===== config.mk =====
export PLATFORM = sky130hd
export DESIGN_NAME = ema_ramp_surge_detector_top_flat
export DESIGN_NICKNAME = d
export VERILOG_FILES = /design/src/sv/erd_pkg.sv /design/src/sv/erd_if.sv /design/src/sv/ema_ramp_surge_detector_top.sv /design/src/flat_wrapper.sv
export SDC_FILE = /design/constraint.sdc
export NUM_CORES = 1
export LEC_CHECK = 0
export BUFFER_PORTS_ARGS = -buffer_cell sky130_fd_sc_hd__buf_2
export CORE_ASPECT_RATIO = 0.9
export CORE_UTILIZATION = 43
export CTS_CLUSTER_DIAMETER = 60
export CTS_CLUSTER_SIZE = 30
export DETAILED_ROUTE_END_ITERATION = 7
export PLACE_DENSITY_LB_ADDON = 0.3
export RECOVER_POWER = 25
export SYNTH_ARGS = -nofsm -noshare
export SYNTH_HDL_FRONTEND = slang
export SYNTH_SLANG_ARGS = --single-unit
export TNS_END_PERCENT = 100

===== constraint.sdc =====
create_clock -name clk -period 5 [get_ports clk]
set_clock_uncertainty 0.05 [all_clocks]
set_input_delay 0.75 -clock clk [delete_from_list [all_inputs] [get_ports clk]]
set_output_delay 0.75 -clock clk [all_outputs]
set_load 0.02 [all_outputs]

===== src/sv/erd_pkg.sv =====
package erd_pkg;

  typedef logic signed [15:0] sample_t;
  typedef logic        [15:0] intensity_t;
  typedef logic signed [16:0] ramp_t;
  typedef logic signed [15:0] score_t;
  typedef logic        [31:0] count_t;

  localparam int CFG_W = 17;
  typedef logic [CFG_W-1:0] cfg_data_t;
  typedef logic [1:0]       cfg_index_t;

  localparam cfg_index_t REG_ALPHA = 2'd0;
  localparam cfg_index_t REG_SAT   = 2'd1;
  localparam cfg_index_t REG_THR   = 2'd2;

  localparam logic [16:0] ALPHA_ONE = 17'd65536;
  localparam logic [16:0] ALPHA_RST = 17'd6554;
  localparam logic [15:0] SAT_RST   = 16'd4096;
  localparam logic [15:0] THR_RST   = 16'd410;

  localparam score_t SCORE_MAX = 16'sh7FFF;
  localparam score_t SCORE_MIN = 16'sh8000;

endpackage


===== src/sv/erd_if.sv =====
interface erd_in_if;
  logic             valid;
  logic             ready;
  erd_pkg::sample_t bias_sample;

  modport source (output valid, output bias_sample, input ready);
  modport sink   (input valid, input bias_sample, output ready);
endinterface

interface erd_out_if;
  logic                valid;
  logic                ready;
  erd_pkg::intensity_t intensity;
  erd_pkg::ramp_t      ramp;
  erd_pkg::score_t     slope_score;
  logic                surging;
  logic                fading;
  logic                surge_event;
  logic                fade_event;
  erd_pkg::count_t     sample_count;

  modport source (output valid, output intensity, output ramp, output slope_score,
                  output surging, output fading, output surge_event,
                  output fade_event, output sample_count, input ready);
  modport sink   (input valid, input intensity, input ramp, input slope_score,
                  input surging, input fading, input surge_event,
                  input fade_event, input sample_count, output ready);
endinterface


===== src/sv/ema_ramp_surge_detector_top.sv =====
// Channel   Dir  Handshake              Beat
// in_ch     in   valid/ready            bias_sample (Q4.12 signed)
// out_ch    out  valid/ready            intensity, ramp, slope_score, flags, sample_count
// cfg_*     in   cfg_we (no back-pressure)  cfg_index selects alpha / saturation / threshold
//
// One sample passes through the accept in S_IDLE, the radix-4 serial multiply in S_MUL
// (alpha times the average error, two alpha bits a cycle), ramp and flag forming in
// S_FIN, and the radix-2 divider in S_DIV (two quotient bits a cycle) for the score.
// A new sample is taken once the divider has finished.
// Synchronous reset clears state and loads the register defaults.
// A result waiting in the output register blocks only the last divider cycle.
module ema_ramp_surge_detector_top (
  input  logic                clk,
  input  logic                rst_n,
  erd_in_if.sink              in_ch,
  erd_out_if.source           out_ch,
  input  logic                cfg_we,
  input  erd_pkg::cfg_index_t cfg_index,
  input  erd_pkg::cfg_data_t  cfg_wdata
);

  localparam logic [1:0] S_IDLE = 2'd0;
  localparam logic [1:0] S_MUL  = 2'd1;
  localparam logic [1:0] S_FIN  = 2'd2;
  localparam logic [1:0] S_DIV  = 2'd3;

  localparam logic [3:0] MUL_LAST = 4'd8;
  localparam logic [3:0] DIV_LAST = 4'd7;

  // control and architectural state
  logic [1:0]  state_r, state_nxt;
  logic [3:0]  cnt_r, cnt_nxt;
  logic [16:0] alpha_r;
  logic [15:0] sat_r;
  logic [15:0] thr_r;
  logic [15:0] avg_r, avg_nxt;
  logic        seeded_r;
  logic        last_surge_r, last_surge_nxt;
  logic        last_fade_r, last_fade_nxt;
  erd_pkg::count_t obs_r, obs_nxt;
  logic        out_valid_r, out_valid_nxt;

  // datapath work registers
  logic        [15:0] old_r, old_nxt;
  logic signed [17:0] d_r, d_nxt;
  logic        [17:0] asr_r, asr_nxt;
  logic signed [19:0] acc_hi_r, acc_hi_nxt;
  logic        [2:0]  lo_r, lo_nxt;
  logic        [15:0] rem_r, rem_nxt;
  logic        [15:0] q_r, q_nxt;
  logic               clamp_r, clamp_nxt;
  logic               neg_r, neg_nxt;
  erd_pkg::ramp_t     res_ramp_r, res_ramp_nxt;
  logic               res_surge_r, res_surge_nxt;
  logic               res_fade_r, res_fade_nxt;
  logic               res_sev_r, res_sev_nxt;
  logic               res_fev_r, res_fev_nxt;

  // output register
  erd_pkg::intensity_t out_int_r;
  erd_pkg::ramp_t      out_ramp_r;
  erd_pkg::score_t     out_score_r, out_score_nxt;
  logic                out_surge_r, out_fade_r, out_sev_r, out_fev_r;
  erd_pkg::count_t     out_cnt_r;

  // combinational helpers
  logic               in_acc;
  logic               out_load;
  logic signed [16:0] s_ext;
  logic        [16:0] in_mag;
  logic        [15:0] old_sel;
  logic signed [19:0] d_ext, pd, p;
  logic signed [22:0] pq, pr;
  erd_pkg::ramp_t     ramp_w;
  logic signed [17:0] ramp18, thr18, sum18;
  logic               surge_w, fade_w;
  logic        [16:0] rmag;
  logic        [15:0] sat_eff;
  logic        [16:0] t1, t2, r1, r2;
  logic               b1, b2;
  logic        [15:0] q_fin;
  logic        [16:0] alpha_wr;

  assign in_ch.ready = (state_r == S_IDLE);
  assign in_acc      = in_ch.valid && in_ch.ready;
  assign out_load    = (state_r == S_DIV) && (cnt_r == '0) &&
                       (!out_valid_r || out_ch.ready);

  assign out_ch.valid        = out_valid_r;
  assign out_ch.intensity    = out_int_r;
  assign out_ch.ramp         = out_ramp_r;
  assign out_ch.slope_score  = out_score_r;
  assign out_ch.surging      = out_surge_r;
  assign out_ch.fading       = out_fade_r;
  assign out_ch.surge_event  = out_sev_r;
  assign out_ch.fade_event   = out_fev_r;
  assign out_ch.sample_count = out_cnt_r;

  // rectify and form the error against the held average
  always_comb begin
    s_ext   = {in_ch.bias_sample[15], in_ch.bias_sample};
    in_mag  = s_ext[16] ? 17'(-s_ext) : 17'(s_ext);
    old_sel = seeded_r ? avg_r : in_mag[15:0];
  end

  // one radix-4 multiply digit
  always_comb begin
    d_ext = {{2{d_r[17]}}, d_r};
    pd    = (asr_r[0] ? d_ext : 20'sd0) + (asr_r[1] ? (d_ext <<< 1) : 20'sd0);
    p     = acc_hi_r + pd;
  end

  // round half up: floor((P + 2^15) / 2^16) from P >>> 15
  always_comb begin
    pq     = {acc_hi_r, lo_r};
    pr     = (pq + 23'sd1) >>> 1;
    ramp_w = pr[16:0];
    ramp18 = {ramp_w[16], ramp_w};
    thr18  = $signed({2'b00, thr_r});
    sum18  = $signed({2'b00, old_r}) + ramp18;
    surge_w = (ramp18 >= thr18);
    fade_w  = (ramp18 <= -thr18);
    rmag    = ramp_w[16] ? 17'(-ramp_w) : 17'(ramp_w);
    sat_eff = (sat_r == '0) ? 16'd1 : sat_r;
  end

  // two restoring divide steps
  always_comb begin
    t1    = {rem_r, 1'b0};
    b1    = (t1 >= {1'b0, sat_eff});
    r1    = b1 ? (t1 - {1'b0, sat_eff}) : t1;
    t2    = {r1[15:0], 1'b0};
    b2    = (t2 >= {1'b0, sat_eff});
    r2    = b2 ? (t2 - {1'b0, sat_eff}) : t2;
    q_fin = {q_r[13:0], b1, b2};
    if (clamp_r) begin
      out_score_nxt = neg_r ? erd_pkg::SCORE_MIN : erd_pkg::SCORE_MAX;
    end else if (neg_r) begin
      out_score_nxt = 16'(-$signed({1'b0, q_fin[15:1]}));
    end else begin
      out_score_nxt = $signed({1'b0, q_fin[15:1]});
    end
  end

  always_comb begin
    state_nxt      = state_r;
    cnt_nxt        = cnt_r;
    avg_nxt        = avg_r;
    last_surge_nxt = last_surge_r;
    last_fade_nxt  = last_fade_r;
    obs_nxt        = obs_r;
    old_nxt        = old_r;
    d_nxt          = d_r;
    asr_nxt        = asr_r;
    acc_hi_nxt     = acc_hi_r;
    lo_nxt         = lo_r;
    rem_nxt        = rem_r;
    q_nxt          = q_r;
    clamp_nxt      = clamp_r;
    neg_nxt        = neg_r;
    res_ramp_nxt   = res_ramp_r;
    res_surge_nxt  = res_surge_r;
    res_fade_nxt   = res_fade_r;
    res_sev_nxt    = res_sev_r;
    res_fev_nxt    = res_fev_r;
    case (state_r)
      S_IDLE: begin
        if (in_acc) begin
          old_nxt    = old_sel;
          d_nxt      = $signed({2'b00, in_mag[15:0]}) - $signed({2'b00, old_sel});
          asr_nxt    = {1'b0, alpha_r};
          acc_hi_nxt = '0;
          lo_nxt     = '0;
          cnt_nxt    = MUL_LAST;
          state_nxt  = S_MUL;
        end
      end
      S_MUL: begin
        acc_hi_nxt = p >>> 2;
        lo_nxt     = {p[1:0], lo_r[2]};
        asr_nxt    = {2'b00, asr_r[17:2]};
        cnt_nxt    = cnt_r - 4'd1;
        if (cnt_r == '0) begin
          state_nxt = S_FIN;
        end
      end
      S_FIN: begin
        avg_nxt        = sum18[15:0];
        obs_nxt        = obs_r + 32'd1;
        last_surge_nxt = surge_w;
        last_fade_nxt  = fade_w;
        res_ramp_nxt   = ramp_w;
        res_surge_nxt  = surge_w;
        res_fade_nxt   = fade_w;
        res_sev_nxt    = surge_w && !last_surge_r;
        res_fev_nxt    = fade_w && !last_fade_r;
        clamp_nxt      = (rmag >= {1'b0, sat_eff});
        neg_nxt        = ramp_w[16];
        rem_nxt        = rmag[15:0];
        q_nxt          = '0;
        cnt_nxt        = DIV_LAST;
        state_nxt      = S_DIV;
      end
      S_DIV: begin
        // hold the last step while the previous result is still waiting
        if (cnt_r != '0 || out_load) begin
          rem_nxt = r2[15:0];
          q_nxt   = q_fin;
          cnt_nxt = cnt_r - 4'd1;
          if (cnt_r == '0) begin
            state_nxt = S_IDLE;
          end
        end
      end
      default: state_nxt = S_IDLE;
    endcase
  end

  always_comb begin
    alpha_wr = (cfg_wdata > erd_pkg::ALPHA_ONE) ? erd_pkg::ALPHA_ONE : cfg_wdata;
    if (out_load) begin
      out_valid_nxt = 1'b1;
    end else if (out_ch.ready) begin
      out_valid_nxt = 1'b0;
    end else begin
      out_valid_nxt = out_valid_r;
    end
  end

  always_ff @(posedge clk) begin
    if (!rst_n) begin
      state_r      <= S_IDLE;
      cnt_r        <= '0;
      alpha_r      <= erd_pkg::ALPHA_RST;
      sat_r        <= erd_pkg::SAT_RST;
      thr_r        <= erd_pkg::THR_RST;
      avg_r        <= '0;
      seeded_r     <= 1'b0;
      last_surge_r <= 1'b0;
      last_fade_r  <= 1'b0;
      obs_r        <= '0;
      out_valid_r  <= 1'b0;
    end else begin
      state_r      <= state_nxt;
      cnt_r        <= cnt_nxt;
      avg_r        <= avg_nxt;
      last_surge_r <= last_surge_nxt;
      last_fade_r  <= last_fade_nxt;
      obs_r        <= obs_nxt;
      out_valid_r  <= out_valid_nxt;
      if (in_acc) begin
        seeded_r <= 1'b1;
      end
      if (cfg_we) begin
        case (cfg_index)
          erd_pkg::REG_ALPHA: alpha_r <= alpha_wr;
          erd_pkg::REG_SAT:   sat_r   <= cfg_wdata[15:0];
          erd_pkg::REG_THR:   thr_r   <= cfg_wdata[15:0];
          default: ;
        endcase
      end
    end
  end

  always_ff @(posedge clk) begin
    old_r       <= old_nxt;
    d_r         <= d_nxt;
    asr_r       <= asr_nxt;
    acc_hi_r    <= acc_hi_nxt;
    lo_r        <= lo_nxt;
    rem_r       <= rem_nxt;
    q_r         <= q_nxt;
    clamp_r     <= clamp_nxt;
    neg_r       <= neg_nxt;
    res_ramp_r  <= res_ramp_nxt;
    res_surge_r <= res_surge_nxt;
    res_fade_r  <= res_fade_nxt;
    res_sev_r   <= res_sev_nxt;
    res_fev_r   <= res_fev_nxt;
    if (out_load) begin
      out_int_r   <= avg_r;
      out_ramp_r  <= res_ramp_r;
      out_score_r <= out_score_nxt;
      out_surge_r <= res_surge_r;
      out_fade_r  <= res_fade_r;
      out_sev_r   <= res_sev_r;
      out_fev_r   <= res_fev_r;
      out_cnt_r   <= obs_r;
    end
  end

`ifndef SYNTHESIS
  a_avg_range: assert property (@(posedge clk) disable iff (!rst_n)
    out_valid_r |-> (out_int_r <= 16'd32768))
    else $error("average out of range");

  a_both_flags: assert property (@(posedge clk) disable iff (!rst_n)
    (out_valid_r && out_surge_r && out_fade_r) |-> (out_ramp_r == '0))
    else $error("surge and fade together on a non-zero ramp");

  a_score_sign: assert property (@(posedge clk) disable iff (!rst_n)
    (out_valid_r && out_ramp_r == '0) |-> (out_score_r == '0))
    else $error("non-zero score on a flat ramp");

  a_event_level: assert property (@(posedge clk) disable iff (!rst_n)
    out_valid_r |-> ((!out_sev_r || out_surge_r) && (!out_fev_r || out_fade_r)))
    else $error("edge event without its level flag");
`endif

endmodule

===== src/flat_wrapper.sv =====
// flat-port wrapper written by rule: the top's interface ports become plain ports
module ema_ramp_surge_detector_top_flat 
  (clk, rst_n, cfg_we, cfg_index, cfg_wdata, in_ch_valid, in_ch_bias_sample, in_ch_ready, out_ch_valid, out_ch_intensity, out_ch_ramp, out_ch_slope_score, out_ch_surging, out_ch_fading, out_ch_surge_event, out_ch_fade_event, out_ch_sample_count, out_ch_ready);
  erd_in_if in_ch_i ();
  erd_out_if out_ch_i ();
  input  logic clk;
  input  logic rst_n;
  input  logic cfg_we;
  input  erd_pkg::cfg_index_t cfg_index;
  input  erd_pkg::cfg_data_t cfg_wdata;
  input wire logic [$bits(in_ch_i.valid)-1:0] in_ch_valid;
  input wire logic [$bits(in_ch_i.bias_sample)-1:0] in_ch_bias_sample;
  output wire logic [$bits(in_ch_i.ready)-1:0] in_ch_ready;
  output wire logic [$bits(out_ch_i.valid)-1:0] out_ch_valid;
  output wire logic [$bits(out_ch_i.intensity)-1:0] out_ch_intensity;
  output wire logic [$bits(out_ch_i.ramp)-1:0] out_ch_ramp;
  output wire logic [$bits(out_ch_i.slope_score)-1:0] out_ch_slope_score;
  output wire logic [$bits(out_ch_i.surging)-1:0] out_ch_surging;
  output wire logic [$bits(out_ch_i.fading)-1:0] out_ch_fading;
  output wire logic [$bits(out_ch_i.surge_event)-1:0] out_ch_surge_event;
  output wire logic [$bits(out_ch_i.fade_event)-1:0] out_ch_fade_event;
  output wire logic [$bits(out_ch_i.sample_count)-1:0] out_ch_sample_count;
  input wire logic [$bits(out_ch_i.ready)-1:0] out_ch_ready;
  assign in_ch_i.valid = in_ch_valid;
  assign in_ch_i.bias_sample = in_ch_bias_sample;
  assign in_ch_ready = in_ch_i.ready;
  assign out_ch_valid = out_ch_i.valid;
  assign out_ch_intensity = out_ch_i.intensity;
  assign out_ch_ramp = out_ch_i.ramp;
  assign out_ch_slope_score = out_ch_i.slope_score;
  assign out_ch_surging = out_ch_i.surging;
  assign out_ch_fading = out_ch_i.fading;
  assign out_ch_surge_event = out_ch_i.surge_event;
  assign out_ch_fade_event = out_ch_i.fade_event;
  assign out_ch_sample_count = out_ch_i.sample_count;
  assign out_ch_i.ready = out_ch_ready;
  ema_ramp_surge_detector_top u_core (.clk(clk), .rst_n(rst_n), .in_ch(in_ch_i), .out_ch(out_ch_i), .cfg_we(cfg_we), .cfg_index(cfg_index), .cfg_wdata(cfg_wdata));
endmodule

Word level (Yosys, flattened, before mapping) --
Cells that the tools add are included.
Word-level totals: register bits after elaboration 320, output and inout port bits 87, bits of input ports 40
Cells by class: multiplexer cells 32, reduce and logical (&&, ||, !) cells 26, add/sub/neg operators 13, equality and inequality tests 9, $lt $le $gt $ge 6
Operator list (count):
- $mux W16 | 9
- $mux W20 | 3
- $ge A17 B16 Y1 | 3
- $add A20 B20 Y20 | 2
- $pmux W20 S2 | 1
- $pmux W18 S2 | 1
- $mux W17 | 2
- $add A32 B1 Y32 const B | 1
- $pmux W16 S2 | 1
- $sub A16 B16 Y16 | 2
- $pmux W14 S2 | 1
- $add A18 B2 Y18 const B | 1
- $le A17 B18 Y1 | 1
- $mux W18 | 1
- $neg A16 Y18 | 1
- $ge A17 B17 Y1 | 1
- $gt A17 B17 Y1 const B | 1
- $neg A17 Y17 | 1
- $sub A16 B16 Y17 | 1
- $add A16 B16 Y16 | 1
- $logic_not A16 Y1 | 1
- $neg A15 Y16 | 1
- $neg A16 Y16 | 1
- $pmux W4 S4 | 1
- 21 further kinds | 47

Logic depth before layout (Yosys ltp) --
Gate-level depths: netlist of run 1.
word-level depth 8, gate-level depth with buffers 24, gate-level depth less buffers 22

Least setup slack after synthesis of run 1 --
No wires, ideal clock.
path type flip-flop to flip-flop, start register u_core.state_r[0], end register u_core.out_fev_r, in the netlist u_core.out_ch.fade_event, enable pin, data arrival time 4.907 ns, stages on the path, launching flop included 6, setup slack -0.486 ns, buffers on the path 2, period minus slack after synthesis 5.486 ns, cell sequence dfxtp_1 ha_1 clkbuf_1 clkbuf_1 nand2_1 nor2_1
On the way: longest elaborated chain between the ends 3
Ends and longest elaborated chain:
- start, declared | RTL line ema_ramp_surge_detector_top.sv:31 | logic [1:0] state_r, state_nxt;
- start signal, assigned | RTL line ema_ramp_surge_detector_top.sv:244 | state_r <= state_nxt;
- $eq A2 B2 Y1 | RTL line ema_ramp_surge_detector_top.sv:86 | assign out_load = (state_r == S_DIV) && (cnt_r == '0) &&
- $logic_and A1 B1 Y1 (2 in series) | RTL line ema_ramp_surge_detector_top.sv:86
- net u_core.out_load | RTL line ema_ramp_surge_detector_top.sv:68 | logic out_load;
- end signal, assigned | RTL line ema_ramp_surge_detector_top.sv:287 | out_fev_r <= res_fev_r;
- end, declared | RTL line ema_ramp_surge_detector_top.sv:63 | logic out_surge_r, out_fade_r, out_sev_r, out_fev_r;
The timed path passes the listed nets, and every way through them passes these cells. A chain may end at the register's enable or synchronous reset.

Worst setup path after layout of run 1 --
start register u_core.rem_r[1], end register u_core.rem_r[4], data pin
On the way: longest elaborated chain between the ends 6, elaborated cells on any way between the ends 8, classes of those cells 2 x add/sub; 2 x order compare; 4 x mux
Ends and longest elaborated chain:
- start, declared | RTL line ema_ramp_surge_detector_top.sv:49 | logic [15:0] rem_r, rem_nxt;
- start signal, assigned | RTL line ema_ramp_surge_detector_top.sv:271 | rem_r <= rem_nxt;
- $sub A16 B16 Y16 / $ge A17 B16 Y1 (equally long branches) | RTL line ema_ramp_surge_detector_top.sv:131, ema_ramp_surge_detector_top.sv:130
- $mux W16 * | RTL line ema_ramp_surge_detector_top.sv:131 | r1 = b1 ? (t1 - {1'b0, sat_eff}) : t1;
- $sub A16 B16 Y16 / $ge A17 B16 Y1 (equally long branches) | RTL line ema_ramp_surge_detector_top.sv:134, ema_ramp_surge_detector_top.sv:133
- $mux W16 * | RTL line ema_ramp_surge_detector_top.sv:134 | r2 = b2 ? (t2 - {1'b0, sat_eff}) : t2;
- $mux W16 * | RTL line ema_ramp_surge_detector_top.sv:206 | if (cnt_r != '0 || out_load) begin
- $pmux W16 S2 * | RTL line ema_ramp_surge_detector_top.sv:166 | case (state_r)
- net u_core.rem_nxt[4] | RTL line ema_ramp_surge_detector_top.sv:49
Mark *: on every way through the listed nets, which the timed path passes. The rest lies on a longest branch. The select of a mux whose other input is x is not followed.

==> results of run 1 <==
[per-stage QoR]
| step | instance area, um2 | TNS [ps] |
|---|---|---|
| 2_1_floorplan | 18650 | 0 |
| 3_3_place_gp | 20300 | 0 |
| 3_5_place_dp | 20300 | -790.2 |
| 4_1_cts | 21210 | 0 |
| 5_1_grt | 21330 | -15.91 |
| 6_report | 21330 | 0 |
[cell families (layout without fill, tap and decap cells)]
logic type	count (synthesis)	count (layout)	share of synthesized area (%)
AND/OR/NAND/NOR	600	600	15.78
AO/OA/AOI/OAI	369	369	12.89
flip-flops	315	315	45.00
buffers and inverters	197	400	4.121
adder cells (fa/ha/maj)	162	162	11.72
XOR/XNOR	141	141	6.625
multiplexers	69	69	3.860
[flip-flops by register name (all words and copies together), names as in the netlist, 2 cells and up]
| register | count |
|---|---|
| u_core.obs_r | 32 |
| u_core.out_ch.sample_count | 32 |
| u_core.acc_hi_r | 18 |
| u_core.alpha_r | 17 |
| u_core.asr_r | 17 |
| u_core.d_r | 17 |
| u_core.out_ch.ramp | 17 |
| u_core.avg_r | 16 |
| u_core.old_r | 16 |
| u_core.out_ch.intensity | 16 |
| u_core.out_ch.slope_score | 16 |
| u_core.rem_r | 16 |
| u_core.res_ramp_r | 16 |
| u_core.sat_r | 16 |
| u_core.thr_r | 16 |
| u_core.q_r | 14 |
| u_core.cnt_r | 4 |
| u_core.lo_r | 3 |
| u_core.state_r | 2 |
[power groups by stage]
stage	sequential (mW)	clock (mW)	combinational [mW]
floorplan	4.05	0	6.37
global placement	4.12	0	8.54
detailed placement	4.13	0	8.69
CTS	4.08	2.19	8.77
global route	4.16	2.27	10.0
finish	4.09	2.14	8.97
[critical path, cell delays in order (launching register included)]
cell and delay, ps:
edfxtp_1 420, ha_1 330, a21o_1 200, a21o_1 180, a41o_1 230, a31o_4 250
and3_4 170, o31ai_4 170, buf_6 170, buf_12 140, nor2_1 50, ha_1 190
or2_2 270, a21o_1 200, a31o_1 220, a211o_1 280, a21oi_2 170, o2111ai_2 130
a22o_4 320, buf_4 160, mux2i_1 140, a21oi_1 100
[synth_stat cells (3+ instances only)]
cell	n
a21o_1	32
o211ai_1	10
xor2_1	25
and2_1	57
nand4_1	23
a211oi_1	12
o22ai_1	11
nand3_1	38
fa_1	21
o21ai_1	7
nor3b_1	6
a31oi_1	19
nand2_1	192
nand3b_1	4
nor2_1	120
nor2b_1	29
or3_1	13
a22oi_1	8
a21oi_1	111
buf_1	3
nand2b_1	11
nor4_2	3
and3b_1	4
inv_1	141
a31o_2	3
o21bai_1	6
o31ai_1	19
o21ai_0	57
a221o_1	7
xnor2_1	116
ha_1	141
nor4_1	21
and4_1	3
nor3_1	47
and3_1	13
or2_2	6
buf_6	3
mux2_2	19
o21a_1	24
mux2i_1	49
dfxtp_1	107
edfxtp_1	208
clkbuf_1	45
a21boi_0	11
[layout make-up]
class	count	area (um2)
Clock inverter	20	261.5
Inverter	143	536.8
Multi-Input combinational cell	1341	9584
Timing Repair Buffer	211	1244
Clock buffer	26	629.4
Tap cell	547	684.4
Sequential cell	315	8391
Fill cell	3886	20960
[final timing paths]
check | from | end | slack (ps)
worst max-delay path | u_core.rem_r[1] | u_core.rem_r[4] | 200
worst min-delay path | u_core.res_ramp_r[9] | u_core.out_ch.ramp[9] | 380
worst max register to register | u_core.rem_r[1] | u_core.rem_r[4] | 200
worst min register to register | u_core.res_ramp_r[9] | u_core.out_ch.ramp[9] | 380
[routing by layer]
| layer | global-route usage [%] | up-vias | share of wire (%) | wire length, um |
|---|---|---|---|---|
| met2 | 34.09 | 324 | 45 | 20690 |
| li1 | - | 6983 | - | - |
| met1 | 29.06 | 6735 | 48 | 22290 |
| met5 | 0 | - | 0 | 0 |
| met3 | 2.573 | 57 | 4.5 | 2087 |
| met4 | 5.273 | 0 | 2.2 | 1003 |
[what timing repair did]
action,4_1_cts,5_1_grt
endpoints found under the hold margin,0,0
pin swaps,0,10
setup endpoints to repair,17,17
resized for setup,5,21
buffers inserted,0,10
==> impl_metrics.yaml, run 1 <==
cells_and_area:
  final-instance-count-excl-fill: 2603
  num-nets-final: 2239
  final_cell_mix: "208 x edfxtp_1, 192 x nand2_1, 140 x inv_1, 140 x ha_1, 119 x nor2_1"
  diodes: 0
  drive_gt1_share_pct: 14.30
  final_common_cell: "edfxtp_1"
  area_growth_pct: 14.43
  utilization_pct: 50.44
sta:
  tightest_slew_ps: 2411
  fmax_mhz: 208.3
  slew_headroom_pct: -60.76
  slew_viol_final: 57
  worst_slack_ps: 200.1
  setup_viol: 0
  period_minus_slack_ps: 4800
  holdWs_ps: 377.9
  finalCritPeriodShare_pct: 96.00
  finalHoldViolCount: 0
synth:
  avgSynthCellArea_um2: 10.06
  ys.flop_type: "edfxtp_1"
  synth_nets: 2055
  synth_area_um2: 18640
  yosys-top-cells-area: "edfxtp_1 34%, dfxtp_1 11%, ha_1 9.5%, xnor2_1 5.5%, nand2_1 3.9%"
  synthCells: 1853
  synth_edf_count: 208
  synth-seq-area-share_pct: 45.00
  synth-seq-cells: 315
  netlist.area_leader.share_pct: 33.51
  synth_top_cell_by_area: "edfxtp_1"
  async_flop_share_pct: 0
  synth.distinct_cells: 81
  ys_warn_count: 0
global_route:
  grt.total_usage_pct: 20.76
  grt_pass1_wl_um: 73260
  antenna_found_initial: 0
  grt_max_degree: 57
  grt_pass1_vias: 13700
  grt-ovfl-total: 0
status:
  outcome: "complete, but fails checks"
  violations: "capacitance limit, slew limit"
floorplanning:
  start_util_pct: 44.08
  die_area_um2: 44190
  dieHeight_um: 199.5
  ios: 127
  fp.dieW_um: 221.5
  core_um2: 42290
  rows: 71
detailed_routing:
  wl_per_cell_um: 17.70
  routed-via-count: 14100
  routed_wl_um: 46070
  first_pass_iters: 5
  ant_nets: 0
  drc: 0
  vias_per_cell: 5.416
  drtIter0Drc: 984
critical_path:
  r2r_cells: 21
  cp.required_ps: 5270
  path_max_fanout: 12
  worstSetupStartpointType: "register"
  critPathCaptureType: "register"
  crit_type: "register to register"
  critPathArrivalTime_ps: 5070
place:
  gp_congestion: 0.9362
  hpwl_um: 34540
  post-place-ws_ps: -73.98
  placed_cells: 2547
  numPortBuffers: 126
power_and_ir_drop:
  power_switching_mw: 6.536
  finalPower_mw: 15.20
  peakVddDrop_uv: 342.5
  p_clk_share_pct: 14.1
  p_comb_share_pct: 59.0
  power.density_nw_per_um2: 712.4
  seqPwrFrac_pct: 26.9
  p_int_mw: 8.659
  leakagePower_nw: 8.474
  swShare_pct: 43.02
min_path:
  min_path_cells: 0
  hold_path_class: "register to register"
cts:
  cts-root-buf: "clkbuf_16"
  path_clk_slew_ps: 80
  tritoncts: "built"
  cts.hold.buffers_added: 0
  clk_latency_ps: 580
  cts_max_level: 1
  cts_made_buffers: 25
  numClockSinks: 315
  cts_buffer_depth: 3
run:
  cap_violations: 1
Power figures use the tool's default switching activity.
==> run 2, diff against run 1 <==
Settings changed: ABC_AREA from default to 1.
==> impl_metrics.yaml, run 2 <==
sta:
  fmax_mhz: 217.5
  finalHoldViolCount: 0
  slew_viol_final: 153
  holdWs_ps: 365.7
  rsz0062_at_grt: "false"
  finalCritPeriodShare_pct: 91.96
  period_minus_slack_ps: 4598
  slew_headroom_pct: -105.6
  tns_ps: 0
  setup_viol: 0
  tightest_slew_ps: 3084
cts:
  cts-root-buf: "clkbuf_16"
  cts_buffer_depth: 3
  path_clk_slew_ps: 80
  cts_made_buffers: 28
  cts_max_level: 1
  clk_latency_ps: 580
  cts.hold.buffers_added: 0
  tritoncts: "built"
  numClockSinks: 315
synth:
  synth_area_um2: 19440
  netlist.area_leader.share_pct: 32.13
  synth-seq-cells: 315
  synth-seq-area-share_pct: 43.15
  ys.flop_type: "edfxtp_1"
  avgSynthCellArea_um2: 8.259
  async_flop_share_pct: 0
  yosys-top-cells-area: "edfxtp_1 32%, dfxtp_1 11%, nand2_1 9.6%, ha_1 9.1%, inv_1 7.1%"
  synth_common_cells: "498 x nand2_1, 367 x inv_1, 208 x edfxtp_1"
  synth_edf_count: 208
  synthCells: 2354
  synth.distinct_cells: 57
  synth_nets: 2556
  yosysMostFrequentCell: "nand2_1"
  ys_warn_count: 0
  synth_top_cell_by_area: "edfxtp_1"
global_route:
  grt.total_usage_pct: 22.48
  grt_pass1_vias: 15790
  antenna_found_initial: 1
  grt_pass1_wl_um: 82280
  grt-ovfl-total: 0
  grt_max_degree: 76
cells_and_area:
  drive_gt1_share_pct: 9.880
  diodes: 0
  final_cell_mix: "500 x nand2_1, 368 x inv_1, 208 x edfxtp_1, 191 x a21oi_1, 171 x o21ai_0"
  area_growth_pct: 12.07
  num-nets-final: 2680
  final_common_cell: "nand2_1"
critical_path:
  crit_type: "register to register"
  critPathCaptureType: "register"
  critPathArrivalTime_ps: 4860
  path_max_fanout: 17
  cp.required_ps: 5270
  worstSetupStartpointType: "register"
power_and_ir_drop:
  leakagePower_nw: 9.730
  finalPower_mw: 15.06
  peakVddDrop_uv: 443.0
  power.density_nw_per_um2: 691.1
floorplanning:
  core_um2: 44390
  ios: 127
  dieHeight_um: 203.7
  rows: 73
  die_area_um2: 46070
  fp.dieW_um: 226.1
  start_util_pct: 43.80
place:
  gp_congestion: 0.9546
  hpwl_um: 39880
  numPortBuffers: 126
detailed_routing:
  routed-via-count: 16310
  ant_nets: 0
  vias_per_cell: 5.261
  first_pass_iters: 5
  drc: 0
  routed_wl_um: 51460
  wl_per_cell_um: 16.60
  drtIter0Drc: 1273
run:
  cap_violations: 3
status:
  violations: "capacitance limit, slew limit"
  outcome: "complete, but fails checks"
min_path:
  hold_path_class: "input pin to register"
## run 2: changes by cell type in the layout (fill, tap and decap cells not counted), sizes merged, moves of 49 or more
cell	previous run	this run
mux2i	49	0
nand3	38	102
and2	58	3
o21ai	66	175
a21oi	112	193
inv	153	386
nand2	192	512
xnor2	116	31
buf	188	138
## run 2: repair_timing
item	CTS	global route
resized for setup	0	1
setup endpoints to repair	0	7
hold endpoints to repair	0	0
setup buffers	0	0
## run 2: area by class of cell
type                            instances  area [um2]
Clock buffer                           30       729.5
Clock inverter                         22       272.8
Fill cell                            4327       22600
Inverter                              379        1425
Multi-Input combinational cell       1609        9455
Sequential cell                       315        8388
Tap cell                              600       750.7
Timing Repair Buffer                  145       767.0
## run 2: per-stage QoR
step                instances  util, %  setup WS (ps)  instance area, um2
floorplan                2354        -          709.2               19440
global placement         3048    46.87          495.0               20810
detailed placement       3048    46.87          420.2               20810
CTS                      3100    49.13          402.9               21810
global route             3100    49.08          45.69               21790
finish                   3100    49.08          401.8               21790
## run 2: worst max-delay path: stages (launching register included)
cell,delay [ps]
dfxtp_1,340
inv_1,130
ha_1,370
nand2_1,150
inv_1,50
nand2_1,60
nand2_1,60
a21oi_1,190
inv_1,80
a21oi_2,140
nand3_2,250
o21ai_0,370
inv_1,90
ha_1,340
a21oi_1,260
o21ai_0,150
a21oi_1,140
nand2_1,120
nand2_1,90
nand2_1,80
nand2_1,90
nand2_1,90
nand2_4,190
nand3_4,210
nand2_1,130
o21ai_0,70
## run 2: worst paths after layout
path              slack, ps                     to            startpoint  depth (start not counted)
hold / removal          370     u_core.alpha_r[11]         cfg_wdata[11]                          3
setup / recovery        400        u_core.rem_r[0]       u_core.sat_r[3]                         25
setup reg to reg        400        u_core.rem_r[0]       u_core.sat_r[3]                         25
hold reg to reg         370  u_core.out_ch.ramp[9]  u_core.res_ramp_r[9]                          0
## run 2: logic make-up after synthesis
| group | after synthesis | share of synthesized area [%] |
|---|---|---|
| compound gates | 439 | 12.26 |
| xor+xnor | 99 | 4.499 |
| fa+ha+maj | 162 | 11.24 |
| buf+inv | 430 | 8.450 |
| flops | 315 | 43.15 |
| simple gates | 909 | 20.41 |
## run 2: routing by layer
metal	global-route usage (%)	vias to the layer above	share of wire [%]
li1	-	8126	-
met1	30.63	7657	46
met2	37.63	432	47
met3	2.420	95	4.8
met4	6.636	0	2.9
met5	0	-	0
## run 2: power by group
group | internal, mW | total (mW) | switching (mW)
Clock | 1.19 | 2.32 | 1.13
Sequential | 3.68 | 4.08 | 0.400
Combinational | 2.90 | 8.65 | 5.75
